<file path="src/rtl/core/vslt_pkg.sv">
`timescale 1ns / 1ps
`default_nettype none
// ----------------------------------------------------------------------------
// vslt_pkg
// Shared types and constants of the visitor slot lifecycle table.
// ----------------------------------------------------------------------------
package vslt_pkg;

	// table size limits and field widths
	localparam int SLOTS_DEF = 8;
	localparam int SLOTS_MAX = 64;
	localparam int IDX_W     = 8;
	localparam int SLOT_W    = 6;
	localparam int CNT_W     = 7;
	localparam int TOT_W     = 32;
	localparam int ST_W      = 3;

	// lifecycle state of one slot
	typedef enum logic [ST_W-1:0] {
		SLOT_EMPTY    = 3'd0,
		SLOT_DETECTED = 3'd1,
		SLOT_WELCOMED = 3'd2,
		SLOT_SERVED   = 3'd3,
		SLOT_DECIDED  = 3'd4,
		SLOT_EXPIRED  = 3'd5
	} slot_state_t;

	// request codes
	typedef enum logic [1:0] {
		REQ_DETECT = 2'd0,
		REQ_SERVE  = 2'd1,
		REQ_DECIDE = 2'd2,
		REQ_EXPIRE = 2'd3
	} req_t;

	// controller states
	typedef enum logic [2:0] {
		FSM_IDLE,
		FSM_SCAN,
		FSM_SCAN_END,
		FSM_LOOKUP,
		FSM_COMMIT
	} fsm_state_t;

	// commands from controller to datapath
	typedef struct packed {
		logic capture;
		logic scan_rd;
		logic lookup_rd;
		logic commit;
	} ctrl_cmd_t;

	// status from datapath to controller
	typedef struct packed {
		logic scan_last;
	} dp_status_t;

endpackage
`default_nettype wire

</file>
<file path="src/rtl/core/visitor_slot_lifecycle_table.sv">
`timescale 1ns / 1ps
`default_nettype none
// ----------------------------------------------------------------------------
// visitor_slot_lifecycle_table
// Slot table with detect, serve, decide and expire requests.
// ----------------------------------------------------------------------------
// A request is taken when start is high and busy is low. Exactly one result
// follows, shown for a single cycle while done is high; the receiver cannot
// stall it, so it must take the beat in that cycle. A detect request scans
// the slot memory one entry per cycle through its read port, then passes
// a scan-end state and a commit state. Serve, decide and expire read one
// entry in a lookup state and then commit. busy falls in the cycle that
// done is shown, so a new request may be taken then. Counts and totals
// are kept in registers and hold between results.
module visitor_slot_lifecycle_table
	import vslt_pkg::*;
#(
	parameter int SLOTS = SLOTS_DEF
) (
	input  wire logic              clk,
	input  wire logic              arst_n,
	input  wire logic              start,
	output logic                   busy,
	input  wire logic [1:0]        req_type,
	input  wire logic [IDX_W-1:0]  slot_index,
	input  wire logic              join_choice,
	output logic                   done,
	output logic                   status,
	output logic [SLOT_W-1:0]      granted_slot,
	output logic [CNT_W-1:0]       active_count,
	output logic [CNT_W-1:0]       decided_count,
	output logic [TOT_W-1:0]       total_received,
	output logic [TOT_W-1:0]       total_joined,
	output logic [TOT_W-1:0]       total_left,
	output logic [TOT_W-1:0]       total_expired
);

	ctrl_cmd_t  cmd;
	dp_status_t stat;

	// sequencer
	vslt_ctrl u_ctrl (
		.clk      (clk),
		.arst_n   (arst_n),
		.start    (start),
		.req_type (req_type),
		.stat     (stat),
		.cmd      (cmd),
		.busy     (busy)
	);

	// table and counters
	vslt_datapath #(
		.SLOTS (SLOTS)
	) u_dp (
		.clk            (clk),
		.arst_n         (arst_n),
		.cmd            (cmd),
		.req_type       (req_type),
		.slot_index     (slot_index),
		.join_choice    (join_choice),
		.stat           (stat),
		.done           (done),
		.status         (status),
		.granted_slot   (granted_slot),
		.active_count   (active_count),
		.decided_count  (decided_count),
		.total_received (total_received),
		.total_joined   (total_joined),
		.total_left     (total_left),
		.total_expired  (total_expired)
	);

endmodule
`default_nettype wire

</file>
<file path="src/rtl/core/vslt_ram.sv">
`timescale 1ns / 1ps
`default_nettype none
// ----------------------------------------------------------------------------
// vslt_ram
// Generic single-write, single-read RAM with registered read data.
// ----------------------------------------------------------------------------
module vslt_ram #(
	parameter int WIDTH = 3,
	parameter int DEPTH = 8,
	localparam int AW = (DEPTH > 1) ? $clog2(DEPTH) : 1
) (
	input  wire logic             clk,
	input  wire logic             we,
	input  wire logic [AW-1:0]    waddr,
	input  wire logic [WIDTH-1:0] wdata,
	input  wire logic [AW-1:0]    raddr,
	output logic      [WIDTH-1:0] rdata
);

	logic [WIDTH-1:0] mem [DEPTH];

	// write port
	always_ff @(posedge clk) begin
		if (we) begin
			mem[waddr] <= wdata;
		end
	end

	// registered read port
	always_ff @(posedge clk) begin
		rdata <= mem[raddr];
	end

endmodule
`default_nettype wire

</file>
<file path="src/rtl/core/vslt_ctrl.sv">
`timescale 1ns / 1ps
`default_nettype none
// ----------------------------------------------------------------------------
// vslt_ctrl
// Controller: sequences capture, slot scan or lookup, and commit.
// ----------------------------------------------------------------------------
module vslt_ctrl
	import vslt_pkg::*;
(
	input  wire logic       clk,
	input  wire logic       arst_n,
	input  wire logic       start,
	input  wire logic [1:0] req_type,
	input  wire dp_status_t stat,
	output ctrl_cmd_t       cmd,
	output logic            busy
);

	fsm_state_t state_q, state_nxt;
	logic       accept;

	assign accept = start && (state_q == FSM_IDLE);

	// state register
	always_ff @(posedge clk or negedge arst_n) begin
		if (!arst_n) begin
			state_q <= FSM_IDLE;
		end else begin
			state_q <= state_nxt;
		end
	end

	// next state
	always_comb begin
		state_nxt = state_q;
		case (state_q)
			FSM_IDLE: begin
				if (accept) begin
					state_nxt = (req_t'(req_type) == REQ_DETECT) ? FSM_SCAN : FSM_LOOKUP;
				end
			end
			FSM_SCAN: begin
				if (stat.scan_last) begin
					state_nxt = FSM_SCAN_END;
				end
			end
			FSM_SCAN_END: state_nxt = FSM_COMMIT;
			FSM_LOOKUP:   state_nxt = FSM_COMMIT;
			FSM_COMMIT:   state_nxt = FSM_IDLE;
			default:      state_nxt = FSM_IDLE;
		endcase
	end

	// outputs
	always_comb begin
		cmd           = '0;
		busy          = 1'b1;
		case (state_q)
			FSM_IDLE: begin
				busy        = 1'b0;
				cmd.capture = start;
			end
			FSM_SCAN:     cmd.scan_rd   = 1'b1;
			FSM_SCAN_END: cmd           = '0;
			FSM_LOOKUP:   cmd.lookup_rd = 1'b1;
			FSM_COMMIT:   cmd.commit    = 1'b1;
			default:      cmd           = '0;
		endcase
	end

endmodule
`default_nettype wire

</file>
<file path="src/rtl/core/vslt_datapath.sv">
`timescale 1ns / 1ps
`default_nettype none
// ----------------------------------------------------------------------------
// vslt_datapath
// Slot state memory, free-slot scan, lifecycle update, counts and totals.
// ----------------------------------------------------------------------------
module vslt_datapath
	import vslt_pkg::*;
#(
	parameter int SLOTS = SLOTS_DEF,
	localparam int AW = (SLOTS > 1) ? $clog2(SLOTS) : 1
) (
	input  wire logic              clk,
	input  wire logic              arst_n,
	input  wire ctrl_cmd_t         cmd,
	input  wire logic [1:0]        req_type,
	input  wire logic [IDX_W-1:0]  slot_index,
	input  wire logic              join_choice,
	output dp_status_t             stat,
	output logic                   done,
	output logic                   status,
	output logic [SLOT_W-1:0]      granted_slot,
	output logic [CNT_W-1:0]       active_count,
	output logic [CNT_W-1:0]       decided_count,
	output logic [TOT_W-1:0]       total_received,
	output logic [TOT_W-1:0]       total_joined,
	output logic [TOT_W-1:0]       total_left,
	output logic [TOT_W-1:0]       total_expired
);

	// captured request
	req_t            req_q;
	logic [AW-1:0]   idx_q;
	logic            bad_q;
	logic            join_q;

	// scan bookkeeping
	logic [AW-1:0]   scan_q;
	logic            rvld_s1;
	logic [AW-1:0]   raddr_s1;
	logic            fe_q, ff_q, ff_dec_q;
	logic [AW-1:0]   fe_idx_q, ff_idx_q;

	// slot memory and per-entry written flags
	logic [SLOTS-1:0] vld_q;
	logic [ST_W-1:0]  rdata;
	logic [AW-1:0]    raddr;
	slot_state_t      scan_st, look_st;

	// commit results
	logic            ok;
	logic [AW-1:0]   wr_idx;
	slot_state_t     wr_st;
	logic            act_inc, act_dec, dec_inc, dec_dec;

	// registered outputs and running counts
	logic              done_q, status_q;
	logic [SLOT_W-1:0] granted_q;
	logic [CNT_W-1:0]  act_q, dec_q;
	logic [TOT_W-1:0]  rcv_q, join_tot_q, left_tot_q, exp_q;

	assign raddr          = cmd.lookup_rd ? idx_q : scan_q;
	assign stat.scan_last = (scan_q == AW'(SLOTS - 1));

	vslt_ram #(
		.WIDTH (ST_W),
		.DEPTH (SLOTS)
	) u_ram (
		.clk   (clk),
		.we    (cmd.commit && ok),
		.waddr (wr_idx),
		.wdata (wr_st),
		.raddr (raddr),
		.rdata (rdata)
	);

	// unwritten entries read as empty
	assign scan_st = vld_q[raddr_s1] ? slot_state_t'(rdata) : SLOT_EMPTY;
	assign look_st = vld_q[idx_q]    ? slot_state_t'(rdata) : SLOT_EMPTY;

	// request capture
	always_ff @(posedge clk) begin
		if (cmd.capture) begin
			req_q  <= req_t'(req_type);
			idx_q  <= slot_index[AW-1:0];
			bad_q  <= (slot_index >= IDX_W'(SLOTS));
			join_q <= join_choice;
		end
	end

	// scan address counter and read pipeline
	always_ff @(posedge clk or negedge arst_n) begin
		if (!arst_n) begin
			scan_q  <= '0;
			rvld_s1 <= 1'b0;
		end else begin
			rvld_s1 <= cmd.scan_rd;
			if (cmd.capture) begin
				scan_q <= '0;
			end else if (cmd.scan_rd && !stat.scan_last) begin
				scan_q <= scan_q + AW'(1);
			end
		end
	end

	always_ff @(posedge clk) begin
		raddr_s1 <= scan_q;
	end

	// lowest empty and lowest reusable slot
	always_ff @(posedge clk or negedge arst_n) begin
		if (!arst_n) begin
			fe_q <= 1'b0;
			ff_q <= 1'b0;
		end else if (cmd.capture) begin
			fe_q <= 1'b0;
			ff_q <= 1'b0;
		end else if (rvld_s1) begin
			if (scan_st == SLOT_EMPTY && !fe_q) begin
				fe_q <= 1'b1;
			end
			if (scan_st inside {SLOT_DECIDED, SLOT_EXPIRED} && !ff_q) begin
				ff_q <= 1'b1;
			end
		end
	end

	always_ff @(posedge clk) begin
		if (rvld_s1) begin
			if (scan_st == SLOT_EMPTY && !fe_q) begin
				fe_idx_q <= raddr_s1;
			end
			if (scan_st inside {SLOT_DECIDED, SLOT_EXPIRED} && !ff_q) begin
				ff_idx_q <= raddr_s1;
				ff_dec_q <= (scan_st == SLOT_DECIDED);
			end
		end
	end

	// lifecycle transition
	always_comb begin
		ok      = 1'b0;
		wr_idx  = idx_q;
		wr_st   = SLOT_EMPTY;
		act_inc = 1'b0;
		act_dec = 1'b0;
		dec_inc = 1'b0;
		dec_dec = 1'b0;
		case (req_q)
			REQ_DETECT: begin
				ok      = fe_q || ff_q;
				wr_idx  = fe_q ? fe_idx_q : ff_idx_q;
				wr_st   = SLOT_WELCOMED;
				act_inc = 1'b1;
				dec_dec = !fe_q && ff_dec_q;
			end
			REQ_SERVE: begin
				ok    = !bad_q && (look_st == SLOT_WELCOMED);
				wr_st = SLOT_SERVED;
			end
			REQ_DECIDE: begin
				ok      = !bad_q && (look_st inside {SLOT_WELCOMED, SLOT_SERVED});
				wr_st   = SLOT_DECIDED;
				act_dec = 1'b1;
				dec_inc = 1'b1;
			end
			REQ_EXPIRE: begin
				ok      = !bad_q &&
				          (look_st inside {SLOT_DETECTED, SLOT_WELCOMED, SLOT_SERVED});
				wr_st   = SLOT_EXPIRED;
				act_dec = 1'b1;
			end
			default: ok = 1'b0;
		endcase
	end

	// written flags, counts, totals and result strobe
	always_ff @(posedge clk or negedge arst_n) begin
		if (!arst_n) begin
			vld_q      <= '0;
			act_q      <= '0;
			dec_q      <= '0;
			rcv_q      <= '0;
			join_tot_q <= '0;
			left_tot_q <= '0;
			exp_q      <= '0;
			done_q     <= 1'b0;
		end else begin
			done_q <= cmd.commit;
			if (cmd.commit && ok) begin
				vld_q[wr_idx] <= 1'b1;
				if (act_inc) begin
					act_q <= act_q + CNT_W'(1);
				end else if (act_dec) begin
					act_q <= act_q - CNT_W'(1);
				end
				if (dec_inc) begin
					dec_q <= dec_q + CNT_W'(1);
				end else if (dec_dec) begin
					dec_q <= dec_q - CNT_W'(1);
				end
				case (req_q)
					REQ_DETECT: rcv_q <= rcv_q + TOT_W'(1);
					REQ_DECIDE: begin
						if (join_q) begin
							join_tot_q <= join_tot_q + TOT_W'(1);
						end else begin
							left_tot_q <= left_tot_q + TOT_W'(1);
						end
					end
					REQ_EXPIRE: exp_q <= exp_q + TOT_W'(1);
					default:    rcv_q <= rcv_q;
				endcase
			end
		end
	end

	// result payload
	always_ff @(posedge clk) begin
		if (cmd.commit) begin
			status_q  <= !ok;
			granted_q <= (ok && req_q == REQ_DETECT) ? SLOT_W'(wr_idx) : '0;
		end
	end

	assign done           = done_q;
	assign status         = status_q;
	assign granted_slot   = granted_q;
	assign active_count   = act_q;
	assign decided_count  = dec_q;
	assign total_received = rcv_q;
	assign total_joined   = join_tot_q;
	assign total_left     = left_tot_q;
	assign total_expired  = exp_q;

endmodule
`default_nettype wire

</file>
<file path="config.mk">
export PLATFORM = sky130hd
export DESIGN_NAME = visitor_slot_lifecycle_table
export DESIGN_NICKNAME = d
export VERILOG_FILES = /design/src/rtl/core/vslt_pkg.sv /design/src/rtl/core/visitor_slot_lifecycle_table.sv /design/src/rtl/core/vslt_ram.sv /design/src/rtl/core/vslt_ctrl.sv /design/src/rtl/core/vslt_datapath.sv
export SDC_FILE = /design/constraint.sdc
export NUM_CORES = 1
export LEC_CHECK = 0
export BUFFER_PORTS_ARGS = -buffer_cell sky130_fd_sc_hd__buf_2
export CAP_MARGIN = 25
export CORE_ASPECT_RATIO = 1.4
export CORE_MARGIN = 10
export CORE_UTILIZATION = 38
export CTS_CLUSTER_SIZE = 16
export DETAILED_ROUTE_END_ITERATION = 8
export PLACE_DENSITY = 0.67
export SYNTH_ARGS = -nofsm -noshare
export SYNTH_HDL_FRONTEND = slang
export SYNTH_SLANG_ARGS = --single-unit
</file>
<file path="constraint.sdc">
create_clock -name clk -period 2.5 [get_ports clk]
set_input_delay 0.75 -clock clk [delete_from_list [all_inputs] [get_ports clk]]
set_output_delay 0.75 -clock clk [all_outputs]
set_load 0.01 [all_outputs]
</file>
==> results of run 1 <==
## flip-flops by register name, indices dropped and copies added (netlist names), 2 cells and up
signal,flops
u_dp.active_count,7
u_dp.total_received,32
u_dp.raddr_s1,3
u_dp.total_left,32
u_dp.granted_slot,3
u_dp.u_ram.mem,24
u_dp.total_expired,32
u_ctrl.state_q,3
u_dp.fe_idx_q,3
u_dp.ff_idx_q,3
u_dp.u_ram.rdata,3
u_dp.idx_q,3
u_dp.total_joined,32
u_dp.vld_q,8
u_dp.decided_count,7
u_dp.scan_q,3
u_dp.req_q,2
## per-layer routing
metal	vias to the layer above	global-route usage, %	share of wire (%)
met5	-	0	0
met4	0	4.80	2.4
met3	39	3.02	6.0
met2	180	26.7	51
met1	3586	17.7	40
li1	3436	-	-
## power by group
part	switching, mW	total, mW	internal (mW)
combinational	1.22	2.29	1.06
sequential	0.353	4.17	3.82
clock	1.32	3.21	1.89
## worst register-to-register path: cells and delay by family (launching register included)
| kind | cells | cell delay (ps) |
|---|---|---|
| flip-flops | 1 | 410 |
| AO/OA/AOI/OAI | 2 | 620 |
| buffers and inverters | 1 | 210 |
| AND/OR/NAND/NOR | 3 | 830 |
## through the flow
step                      setup WS, ps  power [mW]  area, sq um  utilization [%]  instances
after floorplan                   33.2        5.62         9830                -        851
after global placement             167        6.40        11300             44.2       1347
after detailed placement          99.4        6.46        11300             44.2       1347
after CTS                         86.7        9.70        12000             47.0       1387
after global routing              12.5        10.2        12000             47.2       1387
final                              118        9.66        12000             47.2       1387
## cell type report
class	count	area, sq um	share of cell area (%)
Multi-Input combinational cell	583	4210	35.1
Timing Repair Buffer	201	1160	9.68
Clock buffer	35	649	5.41
Tap cell	319	399	3.32
Clock inverter	5	63.8	0.531
Inverter	36	140	1.17
Sequential cell	208	5390	44.8
## placed cells by master, fill, tap and decap left out, drive strengths merged, types with 19 or more instances in the layout
master and instances:
nor3 52, xor2 75, clkbuf 35, nand2 52, dfrtp 160, mux2 19, and3 20, inv 35
buf 201, xnor2 57, nand4 38, nor2 59, nor4 36, edfxtp 42, nand3 40
## logic make-up (layout without fill, tap and decap cells)
logic type / Yosys count / in the layout / share of synthesized area, %
other: 1 / 3 / 0.0382
xor gates and xnor gates: 132 / 132 / 11.8
adders and majority gates: 18 / 18 / 2.44
DFF: 208 / 208 / 54.8
AOI/OAI and AO/OA: 53 / 53 / 3.64
and+or+nand+nor: 343 / 343 / 19.7
muxes: 34 / 34 / 4.93
buffers and inverters: 60 / 277 / 2.71
## how the worst min path moves through the flow
| stage | slack, ps | end | from | cells after the start |
|---|---|---|---|---|
| after floorplan | 390 | u_dp.raddr_s1[1] | u_dp.scan_q[1] | 0 |
| after global routing | 270 | u_dp.total_expired[4] | arst_n | 1 |
| after detailed placement | 450 | u_dp.raddr_s1[2] | u_dp.scan_q[2] | 0 |
| final | 240 | u_dp.total_expired[6] | arst_n | 1 |
| after CTS | 250 | u_dp.total_expired[6] | arst_n | 1 |
| after global placement | 430 | u_dp.raddr_s1[2] | u_dp.scan_q[2] | 0 |
## repair_timing
item,4_1_cts,5_1_grt
buffers inserted,0,0
endpoints found under the setup margin,0,3
hold endpoints to repair,0,0
resized for setup,0,5
==> impl_metrics.ini, run 1 <==
[worst_setup_path]
crit_end = u_dp.u_ram.mem[5][0]
r2r-end = u_dp.u_ram.mem[5][0]
r2r_start = u_dp.req_q[1]
path_delay_family = simple AND/OR/NAND/NOR gates
rr_worst_depth = 6
end_kind = flip-flop
worstSetupPathDepth = 6
cp.buffers_inverters = 1
path_max_fanout = 11
r2r_slack_ps = 120
cp-startpoint = u_dp.req_q[1]
crit_type = reg -> reg
start_kind = flip-flop
crit_arrival_ps = 2570
cp_slowest_cell = edfxtp_1
critPathMaxStageDelay_ps = 410
crit_required_ps = 2680
crit_chain = buf_4 > nand2b_1 > o2111ai_1 > o31a_1 > or2_2 > nor2_1

[logic_synthesis]
synth_edf_count = 42
ys_seq_area_share_pct = 54.8
yosysTopAreaCell = dfrtp_1
yosys.area.top_type_share_pct = 40.7
ys_top_cells_by_count = 160 x dfrtp_1, 75 x xor2_1, 59 x nor2_1
syn-cell-area_sq_um = 9830
syn_inst = 849
synth_cell_types = 65
async_flop_share_pct = 76.9
synth-seq-cells = 208
synth_warnings = 0
syn_area_per_cell_sq_um = 11.6
synth_most_common_cell = dfrtp_1
ys.flop_type = dfrtp_1
synth_area_leaders = dfrtp_1 41%, edfxtp_1 13%, xor2_1 6.7%

[sta]
fin_tns_setup_ps = 0
worst-slew-pin-transition_ps = 601
maxSlewViolCount = 0
period_needed_ps = 2380
whs_ps = 236
skew_ps = 16.0
hold_viol_final = 0
rsz0062_at_grt = no
setup_viol = 0
fmax_ghz = 0.420
fin_crit_sh_pct = 95.3
relSlewSlack_pct = 59.8

[layout]
fin_nets = 1084
fillerInstances = 2310
area_growth_pct = 22.2
diodes = 0
drive_gt1_share_pct = 27.1

[detailed_routing]
drt_iter0_markers = 316
viasPerCell = 5.22
routed-via-count = 7241
dr.pass1.iters = 4
wl_per_cell_um = 18.2
drtAntennaViolNets = 0
wl_um = 25200
drc = 0

[floorplanning]
die_w_um = 156
io_pins = 165
rows = 69
start_util_pct = 38.6
dieHeight_um = 210
dieArea_sq_um = 32800
core-area_sq_um = 25500

[clock_network]
htree_levels = 1
cts.sinks = 208
numCtsBuffers = 22
clock_path_buffers = 3
cts_hold_buf = 0
clk_latency_ps = 510
root_buffer = clkbuf_16
tritoncts = built
path_clk_slew_ps = 60

[global_route]
track_usage_pct = 15.0
grt_start_max_net_pins = 57
grt.overflow.total = 0
grt_pass1_vias = 7477
antenna_found_initial = 0
grt_pass1_wl_um = 40600

[placement]
hpwlAfterDp_um = 18900
gp_congestion = 0.824
portBuffers = 161

[job]
drv_cap = 0

[min_path]
hp-class = in -> async

[power]
vdd_drop_max_mv = 0.373
powerDensity_nw_per_um2 = 805
p_leak_nw = 5.86

[status]
outcome = complete, no violations
Note: power is estimated with default switching activity, not from simulation.
==> run 2, diff against run 1 <==
--- a/config.mk
+++ b/config.mk
@@ -12,7 +12,9 @@
 export CORE_UTILIZATION = 38
 export CTS_CLUSTER_SIZE = 16
 export DETAILED_ROUTE_END_ITERATION = 8
+export HOLD_SLACK_MARGIN = 0.1
 export PLACE_DENSITY = 0.67
 export SYNTH_ARGS = -nofsm -noshare
 export SYNTH_HDL_FRONTEND = slang
+export SYNTH_HIERARCHICAL = 1
 export SYNTH_SLANG_ARGS = --single-unit
==> run 2 against run 1 <==
  * Utilization increased by 0.70 points
  * Largest power group unchanged
  * Die area shrank 0.26%
  * Clock skew shrank 4.4 ps
  * Register-to-register slack barely moved
==> impl_metrics.ini, run 2 <==
[global_route]
track_usage_pct = 14.6
met3_usage_pct = 2.75
grt_pass1_vias = 7428
antenna_found_initial = 0
grt_use_met2_pct = 26.8
grt_start_max_net_pins = 62
top_usage_layer = met2
grt.overflow.total = 0
use_met1_pct = 16.4
grt_pass1_wl_um = 39500

[detailed_routing]
wl_per_cell_um = 17.7
wl_um = 24600
dr.pass1.iters = 5
drc = 0
drt_iter0_markers = 404
routed-via-count = 7245
viasPerCell = 5.21
drtAntennaViolNets = 0

[floorplanning]
dieHeight_um = 210
start_util_pct = 38.6
io_pins = 165
core-area_sq_um = 25400
rows = 69
die_w_um = 156
dieArea_sq_um = 32700

[sta]
relSlewSlack_pct = 55.4
fmax_ghz = 0.419
period_needed_ps = 2390
skew_ps = 11.7
fin_crit_sh_pct = 95.5
hold_viol_final = 0
rsz0062_at_grt = no
maxSlewViolCount = 0
whs_ps = 250
worst-slew-pin-transition_ps = 668
setup_viol = 0
fin_tns_setup_ps = 0

[logic_synthesis]
synth_area_leaders = dfrtp_1 41%, edfxtp_1 13%, xor2_1 6.2%
syn_area_per_cell_sq_um = 11.6
syn_inst = 847
syn-cell-area_sq_um = 9800
synth_cell_types = 61
synth_most_common_cell = dfrtp_1
async_flop_share_pct = 76.9
ys_seq_area_share_pct = 55.0
ys_top_cells_by_count = 160 x dfrtp_1, 69 x xor2_1, 68 x nand2_1
yosys.area.top_type_share_pct = 40.9
synth_warnings = 6
ys.flop_type = dfrtp_1
synth_edf_count = 42
synth-seq-cells = 208
yosysTopAreaCell = dfrtp_1

[layout]
area_growth_pct = 24.0
drive_gt1_share_pct = 27.9
fin_nets = 1090
diodes = 0
stdcell_count = 1391
mostFrequentLayoutCells = 160 x buf_2, 160 x dfrtp_1, 69 x xor2_1, 68 x nand2_1, 64 x xnor2_1

[worst_setup_path]
r2r_slack_ps = 110
end_kind = flip-flop
crit_required_ps = 2930
path_max_fanout = 20
start_kind = flip-flop
rr_worst_depth = 8
crit_arrival_ps = 2820
crit_type = reg -> reg

[clock_network]
root_buffer = clkbuf_16
clk_latency_ps = 500
path_clk_slew_ps = 70
cts_hold_buf = 0
clock_path_buffers = 3
tritoncts = built
numCtsBuffers = 21
cts.sinks = 208
htree_levels = 1

[placement]
portBuffers = 161
dp_cells = 1353
gp_congestion = 0.832
hpwlAfterDp_um = 18600

[power]
p_leak_nw = 5.88
vdd_drop_max_mv = 0.654
total_power_mw = 9.47
powerDensity_nw_per_um2 = 780

[status]
outcome = complete, no violations

[job]
drv_cap = 0

[min_path]
hp-class = in -> async
## run 2: cell count changes in the layout (fill, tap and decap cells not counted), moves of 6 or more
cell	change
buf_4	+6
and4_1	+6
xor2_1	-6
nor4_1	-17
a31o_2	+9
clkbuf_1	-8
xnor2_1	+7
nand2_1	+16
o21bai_1	-7
bufinv_16	+6
inv_1	-14
## run 2: cell families after synthesis
group	share of synthesized area (%)
XOR/XNOR	11.9
multiplexers	5.08
adder cells (fa/ha/maj)	2.45
buffers and inverters	1.88
other	0.0383
AO/OA/AOI/OAI	3.95
AND/OR/NAND/NOR	19.8
flip-flops	55.0
## run 2: layout make-up
cell class,count,area [sq um]
multi-input combinational,599,4290
inverter,21,78.8
timing repair buffer,207,1200
clock inverter,15,262
fill,2319,13200
clock buffer,22,533
tap,319,399
sequential,208,5390
## run 2: critical path: stages (launching register included)
cell,delay (ps)
dfrtp_1,460
nor3b_4,300
buf_6,240
nand4bb_1,120
nor3_1,290
nand4b_1,260
buf_4,240
nor3_1,240
xor2_1,160
## run 2: final timing paths
path                              startpoint                     end
hold / removal                        arst_n    u_dp/active_count[2]
min in group clk              u_dp/scan_q[1]        u_dp/raddr_s1[1]
setup / recovery           u_ctrl/state_q[1]  u_dp/total_expired[15]
setup reg to reg           u_ctrl/state_q[1]  u_dp/total_expired[15]
max in group asynchronous             arst_n    u_dp/total_joined[0]
hold reg to reg               u_dp/scan_q[1]        u_dp/raddr_s1[1]
## run 2: report_power, final
group	internal (mW)	switching, mW	total [mW]
registers	3.75	0.309	4.06
clock network	2.28	1.34	3.62
logic	0.846	0.949	1.80
total	6.88	2.60	9.47
## run 2: stage by stage
stage               worst slack, ps  area [sq um]  util (%)
global placement               77.8         11300      44.5
detailed placement             31.3         11300      44.5
finish                          112         12100      47.9
floorplan                      73.2          9810         -
CTS                            15.0         12100      47.6
global route                   13.9         12100      47.9
## run 2: what timing repair did
item	CTS	global route
endpoints found under the setup margin	0	24
gates resized for setup	0	9
setup buffers	0	1
## run 2: metal layers
metal | part of all wire, % | wire length, um
met5 | 0 | 0
met4 | 2.4 | 595
met3 | 5.3 | 1300
met2 | 54 | 13200
met1 | 39 | 9560
==> run 3, diff against run 2 <==
--- a/config.mk
+++ b/config.mk
@@ -7,9 +7,10 @@
 export LEC_CHECK = 0
 export BUFFER_PORTS_ARGS = -buffer_cell sky130_fd_sc_hd__buf_2
 export CAP_MARGIN = 25
-export CORE_ASPECT_RATIO = 1.4
+export CORE_ASPECT_RATIO = 2
 export CORE_MARGIN = 10
 export CORE_UTILIZATION = 38
+export CTS_BUF_LIST = sky130_fd_sc_hd__clkbuf_8
 export CTS_CLUSTER_SIZE = 16
 export DETAILED_ROUTE_END_ITERATION = 8
 export HOLD_SLACK_MARGIN = 0.1
==> run 3 against run 2 <==
  * Via count is 2.5% higher
  * Register-to-register slack better by 50 ps
  * Power fell by 9.9%
  * Combinational power increased by 2%
  * Critical endpoint is now busy
  * Sequential share of layout area is 0.68 points higher
==> impl_metrics.ini, run 3 (synthesis results as in run 2) <==
[status]
outcome = complete, no violations

[layout]
drive_gt1_share_pct = 28.0
area_growth_pct = 22.1
final_core_util_pct = 46.8
final_area_sq_um = 12000
mostFrequentLayoutCells = 160 x buf_2, 160 x dfrtp_1, 69 x xor2_1, 68 x nand2_1, 64 x xnor2_1
fin_nets = 1101
fillerInstances = 2406
stdcell_count = 1433
regArea_sq_um = 5390
multiInputGateArea_sq_um = 4290

[power]
p_comb_share_pct = 21.5
powerDensity_nw_per_um2 = 714
p_switching_mw = 2.58
p_leak_nw = 5.84
clkPwrFrac_pct = 31.0
intPower_mw = 5.96
p_seq_share_pct = 47.5
vdd_drop_max_mv = 0.589
swShare_pct = 30.2
total_power_mw = 8.54

[sta]
fin_tns_setup_ps = 0
worst-slew-pin-transition_ps = 589
hold_viol_final = 0
period_needed_ps = 2430
maxSlewViolCount = 0
whs_ps = 349
finalWorstSetupSlack_ps = 70.1
setup_viol = 0
relSlewSlack_pct = 60.7
fmax_ghz = 0.412
skew_ps = 8.11
fin_crit_sh_pct = 97.2

[worst_setup_path]
end_kind = primary output
crit_required_ps = 1750
critPathMaxStageDelay_ps = 400
cp_slowest_cell = dfrtp_1
crit_arrival_ps = 1680
path_delay_family = flip-flops
crit_chain = buf_4 > or3_4 > buf_2
crit_type = reg -> out
path_max_fanout = 5
start_kind = flip-flop
cp.buffers_inverters = 2

[detailed_routing]
dr.pass1.iters = 4
wl_um = 26000
viasPerCell = 5.18
drtAntennaViolNets = 0
drc = 0
routed-via-count = 7424
wl_per_cell_um = 18.1
drt_iter0_markers = 292

[min_path]
hp-class = in -> reg

[clock_network]
clk_latency_ps = 580
clock_path_buffers = 3
cts_setup_buffers = 0
cts.sinks = 208
path_clk_slew_ps = 60
numCtsBuffers = 30
tritoncts = built
root_buffer = clkbuf_8
htree_levels = 1

[floorplanning]
rows = 83
dieHeight_um = 247
core-area_sq_um = 25500
dieArea_sq_um = 33000
io_pins = 165
start_util_pct = 38.4
die_w_um = 134

[global_route]
track_usage_pct = 15.5
antenna_found_initial = 1
grt_start_max_net_pins = 51
grt.overflow.total = 0
grt_pass1_vias = 7769
grt_pass1_wl_um = 41600

[placement]
gp_congestion = 0.902
placed_area_sq_um = 11300
dp_cells = 1376
portBuffers = 161
pre_cts_ws_ps = -16.0
hpwlAfterDp_um = 19900

[job]
drv_cap = 0
## run 3: cell types whose count changed in the layout (fill, tap and decap cells not counted), sizes merged, moves of 3 or more
cell,delta
clkinv,+7
bufinv,-6
clkbuf,+12
clkinvlp,-3
inv,+8
## run 3: per-layer routing
layer / track usage [%] / vias up / routed length, um
li1: - / 3483 / -
met1: 15.0 / 3684 / 9020
met2: 29.8 / 190 / 14700
met3: 3.15 / 67 / 1130
met4: 8.17 / 0 / 1100
met5: 0 / - / 0
## run 3: area by class of cell
| cell class | instances | share of cell area (%) |
|---|---|---|
| Antenna cell | 1 | 0.0209 |
| Clock buffer | 34 | 3.91 |
| Sequential cell | 208 | 45.0 |
| Tap cell | 340 | 3.56 |
| Inverter | 21 | 0.659 |
| Timing Repair Buffer | 209 | 10.1 |
| Multi-Input combinational cell | 599 | 35.8 |
| Clock inverter | 21 | 0.962 |
## run 3: power groups by stage
stage          combinational, mW  clock, mW  sequential (mW)
3_3_place_gp                1.79          0             4.11
4_1_cts                     1.84       2.76             4.05
2_1_floorplan               1.18          0             4.06
5_1_grt                     2.04       2.88             4.09
6_report                    1.84       2.65             4.05
3_5_place_dp                1.83          0             4.11
## run 3: worst paths after layout
check / start / end / slack (ps) / cells after the start
worst max-delay path: u_ctrl/state_q[1] / busy / 70 / 3
worst min-delay path: slot_index[2] / u_dp/idx_q[2] / 350 / 1
worst max register to register: u_dp/req_q[1] / u_dp/active_count[5] / 160 / 8
worst min register to register: u_dp/scan_q[0] / u_dp/raddr_s1[0] / 460 / 0
max in group asynchronous: arst_n / u_dp/total_left[27] / 1210 / 3
min in group asynchronous: arst_n / u_dp/active_count[4] / 670 / 2
## run 3: worst reg2reg max path: stages, from the launching register on
cell and delay [ps]:
edfxtp_1 450, nor2_2 200, clkinv_1 110, buf_4 200, ha_1 350, inv_1 70
or4b_2 660, nand4_1 100, mux2_2 140
## run 3: what timing repair did
action | CTS | global route
hold buffers | 1 | 0
endpoints found under the setup margin | 2 | 32
endpoints found under the hold margin | 36 | 0
cloned | 0 | 0
resized for setup | 1 | 8
